## config.mk

```make
export PLATFORM = sky130hd
export DESIGN_NAME = afc_plane_mem
export DESIGN_NICKNAME = d
export VERILOG_FILES = /design/src/afc_pkg.sv /design/src/afc_plane_mem.sv
export SDC_FILE = /design/constraint.sdc
export NUM_CORES = 1
export LEC_CHECK = 0
export BUFFER_PORTS_ARGS = -buffer_cell sky130_fd_sc_hd__buf_4
export CAP_MARGIN = 20
export CORE_ASPECT_RATIO = 1.2
export CORE_MARGIN = 4
export CORE_UTILIZATION = 40
export DETAILED_ROUTE_END_ITERATION = 16
export PLACE_DENSITY = 0.61
export SYNTH_ARGS = -nofsm -noshare
export SYNTH_HDL_FRONTEND = slang
export SYNTH_SLANG_ARGS = --single-unit
```

## constraint.sdc

```tcl
create_clock -name clk -period 20.8 [get_ports clk]
set_input_delay 2.08 -clock clk [delete_from_list [all_inputs] [get_ports clk]]
set_output_delay 2.08 -clock clk [all_outputs]
set_load 0.005 [all_outputs]
```

## src/afc_pkg.sv

```systemverilog
package afc_pkg;

  localparam int DATA_W         = 32;
  localparam int PROD_W         = 2 * DATA_W;
  localparam int PART_W         = PROD_W + 1;
  localparam int ACC_W          = PROD_W + 2;
  localparam int FRAC_W         = 16;
  localparam int SLOT_W         = 3;
  localparam int CFG_W          = 4;
  localparam int VIS_W          = 2;
  localparam int MAX_PLANES_DEF = 8;

  localparam logic [CFG_W-1:0] NUM_PLANES_RST = 4'd6;

  typedef enum logic {
    OP_LOAD = 1'b0,
    OP_TEST = 1'b1
  } opcode_t;

  typedef enum logic [VIS_W-1:0] {
    VIS_VISIBLE = 2'd0,
    VIS_CLIPPED = 2'd1,
    VIS_CULLED  = 2'd2
  } vis_t;

  typedef struct packed {
    logic signed [DATA_W-1:0] nx;
    logic signed [DATA_W-1:0] ny;
    logic signed [DATA_W-1:0] nz;
    logic signed [DATA_W-1:0] off;
  } plane_t;

  typedef struct packed {
    logic signed [DATA_W-1:0] min_x;
    logic signed [DATA_W-1:0] min_y;
    logic signed [DATA_W-1:0] min_z;
    logic signed [DATA_W-1:0] max_x;
    logic signed [DATA_W-1:0] max_y;
    logic signed [DATA_W-1:0] max_z;
  } box_t;

  // Outcome of one plane test, returned to the sequencer.
  typedef struct packed {
    logic vld;
    logic near_pos;
    logic far_nneg;
  } eval_t;

endpackage

```

## src/afc_plane_mem.sv

```systemverilog
module afc_plane_mem #(
  parameter int DEPTH = afc_pkg::MAX_PLANES_DEF,
  parameter int AW    = 3
) (
  input  logic             clk,
  input  logic             wr_en,
  input  logic [AW-1:0]    wr_addr,
  input  afc_pkg::plane_t  wr_data,
  input  logic             rd_en,
  input  logic [AW-1:0]    rd_addr,
  output afc_pkg::plane_t  rd_data
);

  afc_pkg::plane_t plane_mem_r [DEPTH];
  afc_pkg::plane_t rd_data_r;

  always_ff @(posedge clk) begin
    if (wr_en) begin
      plane_mem_r[wr_addr] <= wr_data;
    end
  end

  always_ff @(posedge clk) begin
    if (rd_en) begin
      rd_data_r <= plane_mem_r[rd_addr];
    end
  end

  assign rd_data = rd_data_r;

endmodule

```

==> key figures, run 1 <==
Status
  • Status: finished clean

CTS
  • Clock Sinks: 1152
  • Bufs on Longest Clock Path: 3
  • Clock transition at the registers of the reported paths: 0.06 ns
  • CTS tree: yes
  • Clk Latency, worst-skew pair: 0.71 ns
  • TritonCTS Buffers: 111
  • Post-CTS resize count: 0
  • H-tree levels: 3
  • Setup bufs post-CTS: 0
  • Hold_buf cts: 0
  • Root buffer cell: clkbuf_16

Setup path
  • Slowest stage delay, CP: 0.83 ns
  • Worst path cell trace: buf_8 -> buf_4 -> buf_4 -> mux4_1 -> mux2_2
  • R2R setup slack: 19.36 ns
  • Crit path arrival time: 5.37 ns
  • Crit path launch type: input port
  • CP max stage cell: buf_4
  • CP most frequent cell: buf_4
  • Critical Path Sink Type: register
  • Setup CP Type: input port to register
  • Worst EP required: 21.24 ns
  • Crit path max fanout: 76

Floorplanning
  • Die span in x: 307 um
  • Chip Height: 366 um
  • Initial core utilization: 40.3%
  • Die ar.: 112000 sq um
  • FP Rows: 131
  • Core Box Area: 106000 sq um
  • I/O Pins: 265

Logic synthesis
  • Dominant cells by area after synthesis: edfxtp_1 81%, mux4_2 9.7%, mux4_1 4.4%
  • Post-Syn Instances: 1620
  • Multiplexer area fraction after synthesis: 17.5%
  • Adder-cell area share of the yosys netlist: 0%
  • Post-Syn Area: 42800 sq um
  • Compound-Gate Fraction of Synth Area: 0%
  • Post-synthesis sequential area ratio: 80.8%
  • Simple-gate share of the synthesized area: 0.137%
  • Largest area contributor in the netlist: edfxtp_1
  • Synth Area per Inst: 26.4 sq um
  • Synthesized Nets: 1757
  • Synth Warn #: 0
  • Top-area cell type share of the netlist area: 80.8%
  • Post-synth cell types: 17
  • Post-synthesis register bit count: 1152
  • Largest family of logic cells by synthesized area: multiplexers
  • XOR/XNOR Fraction of Synth Area: 0%

Drt
  • Vias per cell: 5.25
  • Final ANT Viol Nets: 0
  • Routed len/inst: 26.1 um
  • DRT Wirelength: 90.1 mm
  • DR iter-0 viols: 1058
  • Via count of the routed design: 18143
  • Drt first pass iters: 4
  • DRC: 0

Timing
  • Slew margin rel.: 26.5%
  • Worst Clk Skew: 0.0256 ns
  • Fin. Hold Viols: 0
  • Final setup viols: 0
  • Period utilisation layout: 23.7%
  • RSZ-0062 raised after global routing: no
  • Setup TNS: 0 ns
  • Fmax: 203 MHz
  • Worst-Margin Slew: 1.10 ns
  • Worst hold slack: 0.745 ns
  • Tmin final: 4.93 ns
  • Pins Over Slew Limit: 0

Placed design
  • DP HPWL: 46.9 mm
  • GP Congestion: 0.698
  • Port bufs: 264

Global routing
  • Final global-route overflow total: 0
  • First-pass GRT wire length: 133 mm
  • Overall Global Routing Usage: 16.1%
  • Number of global-route vias before repair: 19687
  • Antenna violations before repair: 11
  • Largest net degree at the start of global routing: 151

Worst hold path
  • Hold Path Class: register to register

Layout
  • Layout Area Growth over Synthesis: 16.6%
  • Multi-input gate area: 7590 sq um
  • Register area: 34600 sq um
  • Filler cell count: 8569
  • Share of cells above drive strength 1: 38.4%
  • Final net count: 2100

Run
  • Max-cap violations: 0

Power
  • Worst ir drop on vdd: 0.0737 mV
  • Leakage: 16.3 nW
  • Power Dens Cells: 98.9 nW/um^2
[final cells by class]
type,count,share of cell area (%)
tap,1396,3.50
multi-input combinational,397,15.2
antenna,6,0.0301
timing repair buffer,301,4.69
sequential,1152,69.3
clock inverter,79,1.58
clock buffer,128,5.73
[cells in the mapped netlist]
master and number:
clkbuf_4 1, buf_4 1, clkbuf_1 12, mux4_2 184, nor2_1 6, buf_12 2, mux4_1 72, clkbuf_8 13
buf_2 3, buf_8 19, nor3_1 2, nand2b_1 3, edfxtp_1 1152, mux2_2 128, buf_1 13, nand2_1 2
buf_6 7
[logic make-up (layout without fill, tap and decap cells)]
logic type | count (synthesis) | after routing
other | 0 | 6
muxes | 384 | 384
and+or+nand+nor | 13 | 13
buffers and inverters | 71 | 508
DFF | 1152 | 1152
[through the flow]
step	cell area (sq um)	instances	utilization [%]	worst slack (ns)	total power, mW
CTS	49900	3452	46.9	15.64	5.00
detailed placement	46200	3245	43.5	14.85	2.99
global placement	46200	3245	43.5	14.93	2.98
floorplan	42800	1620	-	9.11	2.87
global route	49900	3455	46.9	15.53	5.13
finish	49900	3459	46.9	15.87	4.94
[power breakdown]
part,internal [mW],leakage (nW),switching [mW],total (mW)
Combinational,0.127,3.94,0.126,0.253
Sequential,2.65,10.6,0.0264,2.68
Clock,1.15,1.79,0.855,2.01
Total,3.93,16.3,1.01,4.94
[sequential cells by signal (all words and copies together) (netlist names)]
register,count
plane_mem_r,1024
rd_data,128
[critical path: cells and delay by family]
family	cells	cell delay [ns]
buf+inv	3	2.21
mux	2	0.92
[routing by layer]
layer | wire (um) | GRT usage [%] | vias to the layer above
met5 | 58 | 0 | -
li1 | - | - | 7775
met3 | 4690 | 3.34 | 127
met2 | 44600 | 26.3 | 414
met1 | 38800 | 21.7 | 9819
met4 | 2000 | 5.02 | 8
[cells in the final DEF, fill, tap and decap left out, drive strengths merged]
cell	n
mux2	128
clkinvlp	6
mux4	256
edfxtp	1152
nor2	6
nor3	2
diode	6
bufinv	13
nand2b	3
inv	7
buf	301
nand2	2
clkbuf	128
clkinv	53
[worst paths after layout]
kind	start	cells after the start	endpoint
worst min register to register	plane_mem_r[0][6]	2	rd_data[6]
worst max register to register	plane_mem_r[3][53]	2	rd_data[53]
worst max-delay path	rd_addr[0]	5	rd_data[62]
worst min-delay path	plane_mem_r[0][6]	2	rd_data[6]
Power figures use the tool's default switching activity.
==> run 2: changes to the inputs <==
==> constraint.sdc (replaced) <==
create_clock -name clk -period 4.95 [get_ports clk]
set_input_delay 0.495 -clock clk [delete_from_list [all_inputs] [get_ports clk]]
set_output_delay 0.495 -clock clk [all_outputs]
set_load 0.005 [all_outputs]
==> run 2 against run 1 <==
Compared with the run above:
- sequential cell count did not move
- worst hold slack got worse by 0.37 ns
- total power rose to 4.1 times the previous value
- first-iteration DRC count rose by 17%
- largest power group unchanged
- largest cell class unchanged
- combinational power rose to 4.7 times the previous value
==> key figures, run 2 (synthesis results as in run 1) <==
Status
  • Status: finished clean (unchanged)

Placed design
  • DP HPWL: 46.8 mm (was 46.9 mm)
  • GP Congestion: 0.665 (was 0.698)
  • Port bufs: 264 (unchanged)
  • Placed instance count: 3247 (was 3245)

Timing
  • Setup TNS: 0 ns (unchanged)
  • Worst Clk Skew: 0.0172 ns (was 0.0256 ns)
  • Tmin final: 2.10 ns
  • Final setup viols: 0 (unchanged)
  • Worst-Margin Slew: 0.942 ns (was 1.10 ns)
  • Pins Over Slew Limit: 0 (unchanged)
  • Fin. Hold Viols: 0 (unchanged)
  • Fmax: 476 MHz
  • RSZ-0062 raised after global routing: no (unchanged)
  • Slew margin rel.: 37.2% (was 26.5%)
  • Worst hold slack: 0.378 ns (was 0.745 ns)
  • Period utilisation layout: 42.4%

CTS
  • CTS tree: yes (unchanged)
  • Root buffer cell: clkbuf_16 (unchanged)
  • Setup bufs post-CTS: 0 (unchanged)
  • Clock transition at the registers of the reported paths: 0.06 ns (about the same)
  • Post-CTS resize count: 0 (unchanged)
  • H-tree levels: 3 (unchanged)
  • Bufs on Longest Clock Path: 3 (unchanged)
  • Hold_buf cts: 128 (was 0)
  • Clk Latency, worst-skew pair: 0.70 ns (was 0.71 ns)
  • TritonCTS Buffers: 110 (was 111)
  • Clock Sinks: 1152 (unchanged)

Setup path
  • Critical Path Sink Type: register (unchanged)
  • Crit path arrival time: 2.55 ns (was 5.37 ns)
  • R2R setup slack: 3.53 ns (was 19.36 ns)
  • Crit path launch type: input port (unchanged)
  • Worst reg2reg path depth: 2 (unchanged)
  • Setup CP Type: input port to register (unchanged)
  • FF-to-FF Start: plane_mem_r[1][18] (was plane_mem_r[3][53])
  • Crit path max fanout: 60 (was 76)
  • Worst reg2reg path endpoint: rd_data[18] (was rd_data[53])
  • Critical Path Start: rd_addr[0] (unchanged)
  • Worst EP required: 5.40 ns (was 21.24 ns)
  • Worst setup path end: rd_data[52] (was rd_data[62])

Layout
  • Final net count: 2228 (was 2100)
  • Layout Area Growth over Synthesis: 19.3% (was 16.6%)
  • Share of cells above drive strength 1: 35.2% (was 38.4%)
  • Max FFs per register: 1024 (unchanged)
  • Commonest non-fill, non-tap cell in the layout: edfxtp_1 (unchanged)
  • Biggest register: plane_mem_r (unchanged)
  • Cell Count, Final, Fillers Out: 3580 (was 3459)
  • Filler cell count: 8497 (was 8569)
  • Most frequent cells in the layout: 1152 x edfxtp_1, 276 x buf_4, 184 x mux4_2 (was 1152 x edfxtp_1, 293 x buf_4, 184 x mux4_2)

Run
  • Max-cap violations: 0 (unchanged)

Drt
  • Via count of the routed design: 18595 (was 18143)
  • Vias per cell: 5.19 (was 5.25)
  • DRT Wirelength: 89.4 mm (was 90.1 mm)
  • Routed len/inst: 25.0 um (was 26.1 um)
  • DRC: 0 (unchanged)
  • Final ANT Viol Nets: 0 (unchanged)
  • Drt first pass iters: 5 (was 4)
  • DR iter-0 viols: 1240 (was 1058)

Global routing
  • Antenna violations before repair: 9 (was 11)
  • Number of global-route vias before repair: 20249 (was 19687)
  • Overall Global Routing Usage: 15.9% (was 16.1%)
  • First-pass GRT wire length: 133 mm (about the same)
  • Largest net degree at the start of global routing: 113 (was 151)
  • Final global-route overflow total: 0 (unchanged)

Floorplanning
  • Die span in x: 307 um (unchanged)
  • Chip Height: 366 um (unchanged)
  • Die ar.: 112000 sq um (unchanged)
  • I/O Pins: 265 (unchanged)
  • FP Rows: 131 (unchanged)
  • Initial core utilization: 40.3% (unchanged)
  • Core Box Area: 106000 sq um (unchanged)

Power
  • Power Dens Cells: 395 nW/um^2 (was 98.9 nW/um^2)
  • Leakage: 16.7 nW (was 16.3 nW)
  • Worst ir drop on vdd: 0.316 mV (was 0.0737 mV)

Worst hold path
  • Hold Path Class: input port to register (was register to register)
[run 2: cell types whose count changed in the layout (fill, tap and decap cells not counted), sizes merged, moves of 2 or more]
| cell | before | now |
|---|---|---|
| dlygate4sd3 | 0 | 128 |
| bufinv | 13 | 3 |
| clkbuf | 128 | 138 |
| clkinvlp | 6 | 2 |
| clkinv | 53 | 51 |
[run 2: through the flow]
step / setup slack, ns / power [mW] / util, % / cell area (sq um)
final: 2.85 / 20.2 / 48.0 / 51100
after global routing: 2.71 / 21.0 / 48.0 / 51100
after CTS: 2.86 / 20.5 / 48.0 / 51100
after detailed placement: 2.06 / 12.6 / 43.7 / 46500
after global placement: 2.08 / 12.5 / 43.7 / 46500
after floorplan: -1.69 / 12.0 / - / 42900
[run 2: layer usage]
metal	global-route usage (%)	up-vias	wire [um]
li1	-	8009	-
met1	20.9	10030	37400
met2	26.8	435	45100
met3	3.53	113	5000
met4	4.66	8	1840
met5	0	-	57
[run 2: worst min-delay path by stage]
| stage | cells past startpoint | slack [ns] | from | to |
|---|---|---|---|---|
| 3_3_place_gp | 1 | 0.72 | wr_data[78] | plane_mem_r[4][78] |
| 2_1_floorplan | 0 | 0.59 | wr_data[0] | plane_mem_r[0][0] |
| 3_5_place_dp | 1 | 0.73 | wr_data[78] | plane_mem_r[6][78] |
| 4_1_cts | 3 | 0.35 | wr_addr[0] | plane_mem_r[4][57] |
| 5_1_grt | 1 | 0.39 | rd_en | rd_data[125] |
| 6_report | 1 | 0.38 | rd_en | rd_data[125] |
[run 2: cell type report]
class                           count  area (sq um)  share of cell area [%]
Multi-Input combinational cell    397          7600                    14.9
Clock inverter                     62           395                   0.774
Tap cell                         1396          1750                    3.42
Clock buffer                      138          2900                    5.68
Antenna cell                        5          12.5                  0.0245
Sequential cell                  1152         34600                    67.7
Timing Repair Buffer              430          3850                    7.54
[run 2: critical path: stages]
cell,delay (ns)
buf_8,0.55
buf_4,0.54
mux4_1,0.62
mux2_2,0.28
[run 2: power by group]
group / switching (mW) / leakage, nW / internal (mW)
clock network: 3.47 / 1.62 / 4.29
logic: 0.567 / 4.55 / 0.612
registers: 0.102 / 10.6 / 11.1
total: 4.14 / 16.7 / 16.1
